$ cat src/rtl/assert_macros.svh
// Assertion macros shared by the level meter RTL.
// Needs a clock named i_clk and an active-low reset named i_rst_n in scope.
`ifndef ASSERT_MACROS_SVH
`define ASSERT_MACROS_SVH

// Same-cycle implication, checked outside reset.
`define ASSERT_IMPLY(label, ante, cons, msg) \
    label: assert property (@(posedge i_clk) disable iff (!i_rst_n) (ante) |-> (cons)) \
        else $error(msg);

// Next-cycle implication, checked outside reset.
`define ASSERT_NEXT(label, ante, cons, msg) \
    label: assert property (@(posedge i_clk) disable iff (!i_rst_n) (ante) |=> (cons)) \
        else $error(msg);

`endif

$ cat src/rtl/vlm_pkg.sv
// Package for the voice level meter: config register indexes and level scaling.
// No dependencies; used by the meter top level.
package vlm_pkg;

    // Configuration register indexes
    localparam logic CFG_METER_ENABLE = 1'b0;
    localparam logic CFG_HOLD_TIME    = 1'b1;

    localparam logic [23:0] HOLD_TIME_RESET = 24'd1000000;
    localparam logic [7:0]  LEVEL_FULL      = 8'd128;
    localparam int          LEVEL_MAX_RAW   = 64;

    typedef logic [7:0] t_level;

    // floor(16*sqrt(n)) with bit 0 cleared, n = 0..64
    function automatic t_level level_table(input logic [6:0] n);
        t_level r;
        case (n)
            7'd0:  r = 8'd0;    7'd1:  r = 8'd16;   7'd2:  r = 8'd22;   7'd3:  r = 8'd26;
            7'd4:  r = 8'd32;   7'd5:  r = 8'd34;   7'd6:  r = 8'd38;   7'd7:  r = 8'd42;
            7'd8:  r = 8'd44;   7'd9:  r = 8'd48;   7'd10: r = 8'd50;   7'd11: r = 8'd52;
            7'd12: r = 8'd54;   7'd13: r = 8'd56;   7'd14: r = 8'd58;   7'd15: r = 8'd60;
            7'd16: r = 8'd64;   7'd17: r = 8'd64;   7'd18: r = 8'd66;   7'd19: r = 8'd68;
            7'd20: r = 8'd70;   7'd21: r = 8'd72;   7'd22: r = 8'd74;   7'd23: r = 8'd76;
            7'd24: r = 8'd78;   7'd25: r = 8'd80;   7'd26: r = 8'd80;   7'd27: r = 8'd82;
            7'd28: r = 8'd84;   7'd29: r = 8'd86;   7'd30: r = 8'd86;   7'd31: r = 8'd88;
            7'd32: r = 8'd90;   7'd33: r = 8'd90;   7'd34: r = 8'd92;   7'd35: r = 8'd94;
            7'd36: r = 8'd96;   7'd37: r = 8'd96;   7'd38: r = 8'd98;   7'd39: r = 8'd98;
            7'd40: r = 8'd100;  7'd41: r = 8'd102;  7'd42: r = 8'd102;  7'd43: r = 8'd104;
            7'd44: r = 8'd106;  7'd45: r = 8'd106;  7'd46: r = 8'd108;  7'd47: r = 8'd108;
            7'd48: r = 8'd110;  7'd49: r = 8'd112;  7'd50: r = 8'd112;  7'd51: r = 8'd114;
            7'd52: r = 8'd114;  7'd53: r = 8'd116;  7'd54: r = 8'd116;  7'd55: r = 8'd118;
            7'd56: r = 8'd118;  7'd57: r = 8'd120;  7'd58: r = 8'd120;  7'd59: r = 8'd122;
            7'd60: r = 8'd122;  7'd61: r = 8'd124;  7'd62: r = 8'd124;  7'd63: r = 8'd126;
            7'd64: r = 8'd128;
            default: r = 8'd0;
        endcase
        return r;
    endfunction

    // Channel level: (volume * envelope) >>> 11, clamped, then sqrt-scaled
    function automatic t_level scale_level(input logic signed [7:0] vol,
                                           input logic [10:0] env);
        logic signed [19:0] prod;
        logic signed [7:0]  raw;
        t_level             r;
        prod = vol * $signed({1'b0, env});
        raw  = $signed(prod[18:11]);
        if (raw <= 8'sd0) begin
            r = 8'd0;
        end else if (raw > 8'(LEVEL_MAX_RAW)) begin
            r = LEVEL_FULL;
        end else begin
            r = level_table(raw[6:0]);
        end
        return r;
    endfunction

endpackage

$ cat src/rtl/voice_level_meter_peak_hold_unit.sv
// Voice level meter with peak hold: top level.
// Depends on vlm_pkg and assert_macros.svh.
//
// Usage:
// - Input channel (i_in_valid / o_in_ready) carries one voice update: voice index,
//   left/right volume, envelope and a timestamp. Output channel (o_out_valid /
//   i_out_ready) returns bar heights, held peaks, fade and show flags.
// - Updates for a disabled meter or a voice index not below VOICES are dropped
//   and give no result transaction.
// - Config port: i_cfg_we writes i_cfg_wdata into register i_cfg_index
//   (0 = meter enable, 1 = hold time); write only while the meter is idle.
// - Pipeline: levels are scaled as an accepted input is written to the input
//   register; when the output can advance, per-voice state is read, updated
//   and written back as the result register loads.
// - Throughput: one transaction per cycle unless the output stalls; the per-voice state
//   is written back with the result, so same-voice updates may follow back to back.
// - A stalled output holds its result; the input register still fills behind it,
//   and o_in_ready drops only when both registers are full.
// - Reset (synchronous, active low) clears all per-voice levels, peaks and peak
//   times, enables the meter and sets hold time to 1000000.
module voice_level_meter_peak_hold_unit #(
    parameter int VOICES    = 8,
    parameter int TIME_BITS = 32
) (
    input  logic              i_clk,
    input  logic              i_rst_n,
    // configuration
    input  logic              i_cfg_we,
    input  logic              i_cfg_index,
    input  logic [23:0]       i_cfg_wdata,
    // input channel
    input  logic              i_in_valid,
    output logic              o_in_ready,
    input  logic [2:0]        i_voice,
    input  logic signed [7:0] i_left_volume,
    input  logic signed [7:0] i_right_volume,
    input  logic [10:0]       i_envelope,
    input  logic [31:0]       i_now_time,
    // output channel
    output logic              o_out_valid,
    input  logic              i_out_ready,
    output logic [2:0]        o_voice_out,
    output logic [7:0]        o_left_bar,
    output logic [7:0]        o_right_bar,
    output logic [7:0]        o_left_peak,
    output logic [23:0]       o_left_peak_fade,
    output logic              o_left_peak_show,
    output logic [7:0]        o_right_peak,
    output logic [23:0]       o_right_peak_fade,
    output logic              o_right_peak_show
);

`include "assert_macros.svh"

    localparam int VIDX_W = (VOICES > 1) ? $clog2(VOICES) : 1;
    localparam int CMP_W  = (TIME_BITS > 24) ? TIME_BITS : 24;
    localparam int NCH    = 2;

    // config registers
    logic        r_meter_enable;
    logic [23:0] r_hold_time;

    always_ff @(posedge i_clk) begin
        if (!i_rst_n) begin
            r_meter_enable <= 1'b1;
            r_hold_time    <= vlm_pkg::HOLD_TIME_RESET;
        end else if (i_cfg_we) begin
            unique case (i_cfg_index)
                vlm_pkg::CFG_METER_ENABLE: r_meter_enable <= i_cfg_wdata[0];
                vlm_pkg::CFG_HOLD_TIME:    r_hold_time    <= i_cfg_wdata;
                default: ;
            endcase
        end
    end

    // handshake and pipeline control
    logic r_in_valid;
    logic r_out_valid;
    logic w_adv;
    logic w_fire;
    logic w_in_acc;
    logic w_keep;

    assign w_adv      = !r_out_valid || i_out_ready;
    assign w_fire     = r_in_valid && w_adv;
    assign o_in_ready = !r_in_valid || w_adv;
    assign w_in_acc   = i_in_valid && o_in_ready;
    assign w_keep     = r_meter_enable && (32'(i_voice) < 32'(VOICES));

    always_ff @(posedge i_clk) begin
        if (!i_rst_n) begin
            r_in_valid  <= 1'b0;
            r_out_valid <= 1'b0;
        end else begin
            if (w_in_acc && w_keep) begin
                r_in_valid <= 1'b1;
            end else if (w_fire) begin
                r_in_valid <= 1'b0;
            end
            if (w_fire) begin
                r_out_valid <= 1'b1;
            end else if (i_out_ready) begin
                r_out_valid <= 1'b0;
            end
        end
    end

    // input register: voice, scaled levels and timestamp
    logic [2:0]           r_in_voice;
    logic [7:0]           r_in_level [NCH];
    logic [TIME_BITS-1:0] r_in_now;

    always_ff @(posedge i_clk) begin
        if (w_in_acc) begin
            r_in_voice    <= i_voice;
            r_in_level[0] <= vlm_pkg::scale_level(i_left_volume, i_envelope);
            r_in_level[1] <= vlm_pkg::scale_level(i_right_volume, i_envelope);
            r_in_now      <= TIME_BITS'(i_now_time);
        end
    end

    logic [4:0]        w_voice_ext;
    logic [VIDX_W-1:0] w_idx;

    assign w_voice_ext = 5'(r_in_voice);
    assign w_idx       = w_voice_ext[VIDX_W-1:0];

    // result register
    logic [2:0]  r_out_voice;
    logic [7:0]  r_out_bar  [NCH];
    logic [7:0]  r_out_peak [NCH];
    logic [23:0] r_out_fade [NCH];
    logic        r_out_show [NCH];

    always_ff @(posedge i_clk) begin
        if (w_fire) begin
            r_out_voice <= r_in_voice;
        end
    end

    // per-channel state update: smoothing, peak capture and hold aging
    for (genvar ch = 0; ch < NCH; ch++) begin : g_chan
        logic [7:0]           r_last  [VOICES];
        logic [7:0]           r_peak  [VOICES];
        logic [TIME_BITS-1:0] r_ptime [VOICES];

        logic [7:0]           w_prev;
        logic [7:0]           w_pk;
        logic [TIME_BITS-1:0] w_pt;
        logic [8:0]           w_sum;
        logic [7:0]           w_lvl;
        logic                 w_newpk;
        logic [TIME_BITS-1:0] w_age;
        logic [CMP_W-1:0]     w_age_ext;
        logic [CMP_W-1:0]     w_hold_ext;
        logic [CMP_W-1:0]     w_left;
        logic                 w_show;
        logic [7:0]           n_peak;
        logic [TIME_BITS-1:0] n_ptime;

        assign w_prev = r_last[w_idx];
        assign w_pk   = r_peak[w_idx];
        assign w_pt   = r_ptime[w_idx];

        always_comb begin
            // a falling level averages with the last one
            w_sum = 9'(w_prev) + 9'(r_in_level[ch]);
            w_lvl = (r_in_level[ch] < w_prev) ? w_sum[8:1] : r_in_level[ch];
            w_newpk = (w_lvl >= w_pk) && (w_lvl > w_prev);
            // modular age of the held peak
            w_age      = r_in_now - w_pt;
            w_age_ext  = CMP_W'(w_age);
            w_hold_ext = CMP_W'(r_hold_time);
            w_left     = w_hold_ext - w_age_ext;
            w_show     = !w_newpk && (w_pk != 8'd0) && (w_age_ext < w_hold_ext);
            n_peak  = w_newpk ? w_lvl : (w_show ? w_pk : 8'd0);
            n_ptime = w_newpk ? r_in_now : w_pt;
        end

        always_ff @(posedge i_clk) begin
            if (!i_rst_n) begin
                for (int v = 0; v < VOICES; v++) begin
                    r_last[v]  <= '0;
                    r_peak[v]  <= '0;
                    r_ptime[v] <= '0;
                end
            end else if (w_fire) begin
                r_last[w_idx]  <= w_lvl;
                r_peak[w_idx]  <= n_peak;
                r_ptime[w_idx] <= n_ptime;
            end
        end

        always_ff @(posedge i_clk) begin
            if (w_fire) begin
                r_out_bar[ch]  <= w_lvl;
                r_out_peak[ch] <= n_peak;
                r_out_fade[ch] <= w_show ? w_left[23:0] : 24'd0;
                r_out_show[ch] <= w_show;
            end
        end
    end

    // output ports
    assign o_out_valid       = r_out_valid;
    assign o_voice_out       = r_out_voice;
    assign o_left_bar        = r_out_bar[0];
    assign o_right_bar       = r_out_bar[1];
    assign o_left_peak       = r_out_peak[0];
    assign o_right_peak      = r_out_peak[1];
    assign o_left_peak_fade  = r_out_fade[0];
    assign o_right_peak_fade = r_out_fade[1];
    assign o_left_peak_show  = r_out_show[0];
    assign o_right_peak_show = r_out_show[1];

    // checks
    `ASSERT_IMPLY(a_show_has_peak, o_out_valid && (o_left_peak_show || o_right_peak_show), (!o_left_peak_show || o_left_peak != 8'd0) && (!o_right_peak_show || o_right_peak != 8'd0), "shown marker without a held peak")
    `ASSERT_IMPLY(a_fade_matches_show, o_out_valid, ((o_left_peak_fade != 24'd0) == o_left_peak_show) && ((o_right_peak_fade != 24'd0) == o_right_peak_show), "fade and show disagree")
    `ASSERT_IMPLY(a_bar_range, o_out_valid, (o_left_bar <= 8'd128) && (o_right_bar <= 8'd128), "bar height out of range")
    `ASSERT_NEXT(a_drop_no_fill, i_in_valid && o_in_ready && !w_keep && !r_in_valid, !r_in_valid, "dropped transaction entered the pipeline")

endmodule
$ cat config.mk
export PLATFORM = sky130hd
export DESIGN_NAME = voice_level_meter_peak_hold_unit
export DESIGN_NICKNAME = d
export VERILOG_FILES = /design/src/rtl/vlm_pkg.sv /design/src/rtl/voice_level_meter_peak_hold_unit.sv
export VERILOG_INCLUDE_DIRS = /design/src /design/src/rtl
export SDC_FILE = /design/constraint.sdc
export NUM_CORES = 2
export LEC_CHECK = 0
export ABC_AREA = 0
export ABC_CLOCK_PERIOD_IN_PS = 29900
export BUFFER_PORTS_ARGS = -buffer_cell sky130_fd_sc_hd__buf_2
export CAP_MARGIN = 30
export CORE_MARGIN = 2
export CORE_UTILIZATION = 65
export DETAILED_ROUTE_END_ITERATION = 12
export GPL_TIMING_DRIVEN = 0
export PLACE_DENSITY = 0.88
export SLEW_MARGIN = 20
export SYNTH_ARGS = -nofsm -noshare
export SYNTH_HDL_FRONTEND = slang
export SYNTH_SLANG_ARGS = --single-unit
$ cat constraint.sdc
create_clock -name i_clk -period 29.9 [get_ports i_clk]
set_input_delay 5.98 -clock i_clk [delete_from_list [all_inputs] [get_ports i_clk]]
set_output_delay 5.98 -clock i_clk [all_outputs]
set_load 0.005 [all_outputs]
Yosys cells after proc, flatten, opt, wreduce, memory -nomap -nowiden

Memories as Yosys holds them, arrays and structs flattened. A register that Yosys moved wholly into a read port is not among the register bits.
Index checks and enable logic that the tools add are counted.

Add/sub/neg operators: 6
Multipliers: 2
Order comparisons: 12
Muxes and demuxes: 51
Bitwise logic cells: 1
Reduce and logical (&&, ||, !) cells: 27

Operator list:

| kind                                                           | number |
|---|---|
| two-way mux 32 bit                                             | 4 |
| two-way mux 8 bit                                              | 16 |
| < comparator 32 x 24 -> 1 bit                                  | 2 |
| OR reduction 32 bit                                            | 2 |
| subtractor 32 bit                                              | 2 |
| two-way mux 24 bit                                             | 2 |
| subtractor 24 bit                                              | 2 |
| multiplier 8 x 12 -> 19 bit                                    | 2 |
| two-way mux 3 bit                                              | 12 |
| OR reduction 8 bit                                             | 4 |
| adder 8 x 8 -> 9 bit                                           | 2 |
| two-way mux 1 bit                                              | 17 |
| >= comparator 8 bit                                            | 2 |
| greater-than comparator 8 bit                                  | 2 |
| greater-than comparator 8 bit, second input constant           | 2 |
| less-or-equal comparator 8 x 1 -> 1 bit, second input constant | 2 |
| < comparator 8 bit                                             | 2 |
| nonzero test 8 bit                                             | 2 |
| logical AND 1 bit                                              | 9 |
| logical NOT 1 bit                                              | 4 |
| AND reduction 2 bit                                            | 2 |
| nonzero test 2 bit                                             | 2 |
| logical OR 1 bit                                               | 2 |
| NOT 1 bit                                                      | 1 |

Register bits after elaboration: 65
Memory bits (writable): 866
Bits in read-only memories: 1792
Memories kept: 13

Memory list:

| name              | depth | width | read ports | clocked after Yosys merged registers in | write ports | RTL line                                | text |
|---|---|---|---|---|---|---|---|
| (name not given)  | 128   | 7     | 1          | 0                                       | 0           | vlm_pkg.sv:18                           | `case (n)` |
| (name not given)  | 128   | 7     | 1          | 0                                       | 0           | vlm_pkg.sv:18                           |  |
| g_chan[0].r_ptime | 8     | 32    | 1          | 1                                       | 8           | voice_level_meter_peak_hold_unit.sv:145 | `logic [TIME_BITS-1:0] r_ptime [VOICES];` |
| g_chan[1].r_ptime | 8     | 32    | 1          | 1                                       | 8           | voice_level_meter_peak_hold_unit.sv:145 |  |
| g_chan[0].r_last  | 8     | 8     | 1          | 1                                       | 8           | voice_level_meter_peak_hold_unit.sv:143 | `logic [7:0] r_last [VOICES];` |
| g_chan[0].r_peak  | 8     | 8     | 1          | 1                                       | 8           | voice_level_meter_peak_hold_unit.sv:144 | `logic [7:0] r_peak [VOICES];` |
| 7 more memories   | --    | --    | --         | --                                      | --          | --                                      |  |

Depth between registers and ports, before layout

An unclocked memory read counts as a cell.

Depth after elaboration: 11
Depth in mapped cells: 35
Depth with buffers taken out: 26

Least setup slack after synthesis

No wires, ideal clock.

Path type: input-to-reg
Start: in i_out_ready
End: mem g_chan[0].r_last[2][0], enable pin
Setup time: 0.458 ns
Arrival time: 13.030 ns
Data required time: 29.442 ns
Path slack: 16.413 ns
Stages on the path: 8
Buffers on the path: 2
Cells stage by stage: nor2b_1 -> nor2b_1 -> nand2_1 -> nor2_1 -> nand3b_1 -> clkbuf_1 -> buf_1 -> nand2_1

RTL lines:

| item            | RTL line                                | text |
|---|---|---|
| start, declared | voice_level_meter_peak_hold_unit.sv:41  | `input logic i_out_ready,` |
| end, declared   | voice_level_meter_peak_hold_unit.sv:143 |  |

Final worst setup path

Start: in i_out_ready
End: out o_in_ready

Longest elaborated chain between the ends: 2

Ends and longest elaborated chain:

| item             | RTL line                               | text |
|---|---|---|
| logical OR 1 bit | voice_level_meter_peak_hold_unit.sv:84 | `assign w_adv = !r_out_valid \|\| i_out_ready;` |
| logical OR 1 bit | voice_level_meter_peak_hold_unit.sv:86 | `assign o_in_ready = !r_in_valid \|\| w_adv;` |
| end, declared    | voice_level_meter_peak_hold_unit.sv:33 | `output logic o_in_ready,` |

Every way passes these cells.

==> impl_results.md <==
- Site Rows: around 100
- Sequential area share after synthesis: 52.4%
- Slew @ Worst Pin: 1.12 ns
- Vias in the first global route: 39.1k
- Crit path capture type: output port
- CTS tree: built
- Top FF cell, synth: edfxtp_1
- # Max-Cap Violations: 0
- Worst skew pair latency: 0.70 ns
- Yosys reg bits: 932
- CP most frequent cell: buf_2
- Top cell type's share of synthesized area: between 50% and 60%
- Largest net degree at the start of global routing: between 40 and 50
- # IOs: roughly 180
- Syn_area_per_cell: 12.0 um2
- Reg-to-Reg End: g_chan[0].r_peak[5][3]
- Die width: 289 um
- Final min period: 12.63 ns
- Routed wire length: 155,000 um
- Max Clk Rate: approximately 0.08 GHz
- Most frequent cells after synthesis: nor2_1, edfxtp_1, inv_1
- Power per standard cell area: around 86 nW/um2
- Buffer count from post-CTS setup fixing: 0
- Unique cell type count in the Yosys netlist: 81
- Port Buffers: about 180
- Layout cell share with drive strength beyond 1: 13.0%
- EDFF count, synth: approximately 900
- Max stage delay on crit path: 0.28 ns
- Lkg Pwr: 0.0238 uW
- First-pass GRT wire length: 229,000 um
- Cells after DPL: 5,654
- Slowest CP cell: nor2b_1
- Final slew viol count: 0
- GRT Overall Usage: 37.0%
- Setup TNS: 0 ns
- CP Launch Point: i_out_ready
- Slew HR: 25.5%
- Pre-antenna DRT Iters: 9
- Root Buffer Master: clkbuf_16
- Initial Util: around 66%
- Clk sink count: 932
- Post-synth top area cell: edfxtp_1
- Post-CTS Hold Fix Bufs: 0
- Remaining DRCs: 0
- Final Instance Count excl. Fillers: 5,836
- Outcome: finished clean
- Antenna Nets Post-Route: 0
- Clock Skew: 0.0549 ns
- Die Ht: roughly 290 um
- Via count: 39.1k
- CP Cell Sequence: buf_2 > nor2b_1 > nand2_1 > buf_2
- Antenna violations before repair: 4
- Wirelength per Cell: between 20 and 30 um
- Async SR Flop Fraction: 0%
- DR iter-0 viols: 6,271
- Hold path start: r_in_voice[2]
- Clk buf depth: 3
- Post-Syn Area: ~53,000 um2
- Hold crit path type: register to register
- Post-Synthesis Net Count: 4,912
- Final setup fails: 0
- YS warnings: 0
- Die area: 83,600 um2
- FF-to-FF setup slack: around 18 ns
- Layout overhead on the synthesized area: 11.2%
- Worst IR Drop VDD: approximately 0.077 mV
- Vias per inst: 6.70
- R2R depth: 29
- Gr ovfl total: 0
- GPL Wtd Cong: between 0.9 and 1
- Largest cells by area after synthesis: edfxtp_1, mux4_2, ha_1
- Crit path required time: 23.92 ns
- Critical path fanouts, max: 3
- RSZ-0062 raised after global routing: no
- NumNets Final: roughly 5.2k
- Clock transition at the registers of the reported paths: around 0.06 ns
- Post-CTS sizing: 0
- Cells on Worst Hold Path: 0
- Critical path class: primary input to output port
- Fin crit share: between 40 and 50%
- Core Area: 80,500 um2
- Worst hold endpoint: o_voice_out[2]
- H-tree depth: 3
- Startpoint Class: primary input
- Total CTS buffers: 93
- Endpoints failing hold: 0
- Gate Count Post-Synth: 4,389
- Post-DP HPWL: between 100,000 and 150,000 um
- CP arrival: 6.65 ns
- Most frequent cell after synthesis: nor2_1
-- metrics by stage --
| stage | util (%) | total power, uW | setup slack (ns) | area (um2) | hold slack (ns) |
|---|---|---|---|---|---|
| floorplan | - | 3160 | 16.41 | 52900 | 0.424 |
| global placement | 68.4 | 3710 | 11.33 | 55100 | 0.430 |
| detailed placement | 69.2 | 3790 | 17.27 | 55700 | 0.450 |
| CTS | 72.8 | 4940 | 17.27 | 58600 | 0.463 |
| global route | 72.9 | 5280 | 17.22 | 58800 | 0.467 |
| finish | 73.0 | 5050 | 17.27 | 58800 | 0.462 |
-- per-layer routing --
layer  share of wire, %  vias to the layer above  global-route usage, %
met5              0.028                        -                  0.170
met2                 46                     3429                   58.5
li1                   -                    16200                      -
met3                 15                      830                   11.9
met1                 33                    18600                   45.9
met4                6.5                        6                   19.5
-- how the worst max path moves through the flow --
stage / cells after the start / slack [ns] / to
3_3_place_gp: 9 / 11.33 / g_chan[0].r_ptime[3][16]
5_1_grt: 4 / 17.22 / o_in_ready
3_5_place_dp: 4 / 17.27 / o_in_ready
4_1_cts: 4 / 17.27 / o_in_ready
2_1_floorplan: 8 / 16.41 / g_chan[0].r_last[2][0]
6_report: 4 / 17.27 / o_in_ready
-- critical path, delay by kind of cell --
family / cells / cell delay [ns]
buffers and inverters: 2 / 0.25
and+or+nand+nor: 2 / 0.42
-- cells in the final DEF, fill, tap and decap left out, types with 22 or more instances in the layout --
| cell | count |
|---|---|
| nor3_1 | 30 |
| ha_1 | 319 |
| buf_1 | 29 |
| dfxtp_1 | 30 |
| a21oi_1 | 122 |
| nand2b_1 | 27 |
| nor2_1 | 971 |
| a21o_1 | 95 |
| and2_1 | 124 |
| xor2_1 | 44 |
| o21a_1 | 22 |
| clkbuf_16 | 96 |
| edfxtp_1 | 902 |
| o21ai_0 | 73 |
| mux2i_1 | 104 |
| o21ai_1 | 32 |
| clkbuf_1 | 185 |
| inv_1 | 327 |
| xnor2_1 | 76 |
| buf_2 | 196 |
| o21bai_1 | 30 |
| a211oi_1 | 36 |
| nand2_1 | 184 |
| nand3_1 | 29 |
| fa_1 | 112 |
| o211ai_1 | 25 |
| mux4_2 | 195 |
-- registers in the layout, indices dropped and copies added, names as in the netlist, named ones only --
name,cells
r_in_level,14
o_voice_out,3
r_meter_enable,1
g_chan.r_last,128
r_in_valid,1
r_in_voice,3
r_in_now,32
r_hold_time,24
r_out_bar,16
r_out_peak,16
r_out_show,2
g_chan.r_ptime,512
g_chan.r_peak,128
o_out_valid,1
r_out_fade,48
-- logic make-up after synthesis --
kind of cell / Yosys count / share of synthesized area, %
simple gates: 1478 / 12.0
flops: 932 / 52.4
compound gates: 569 / 7.30
buf+inv: 546 / 3.95
fa+ha+maj: 431 / 11.8
mux: 312 / 10.6
xor+xnor: 121 / 2.02
-- report_power, final --
| group | total (uW) | leakage [uW] | switching (uW) | internal (uW) |
|---|---|---|---|---|
| logic | 2340 | 0.0129 | 1580 | 764 |
| registers | 1570 | 0.00951 | 39.8 | 1530 |
| clock network | 1150 | 0.00140 | 521 | 624 |
| total | 5050 | 0.0238 | 2140 | 2910 |
-- final cells by class --
cell class                      instances  area, um2
Timing Repair Buffer                  219       1590
Multi-Input combinational cell       2911      23200
Clock inverter                         46        379
Buffer                                215        847
Inverter                              331       1240
Tap cell                             1060       1330
Fill cell                            4872      21800
Sequential cell                       932      27700
Clock buffer                          121       2530
Antenna cell                            1       2.50
No activity file was read; power rests on OpenSTA's default activity.
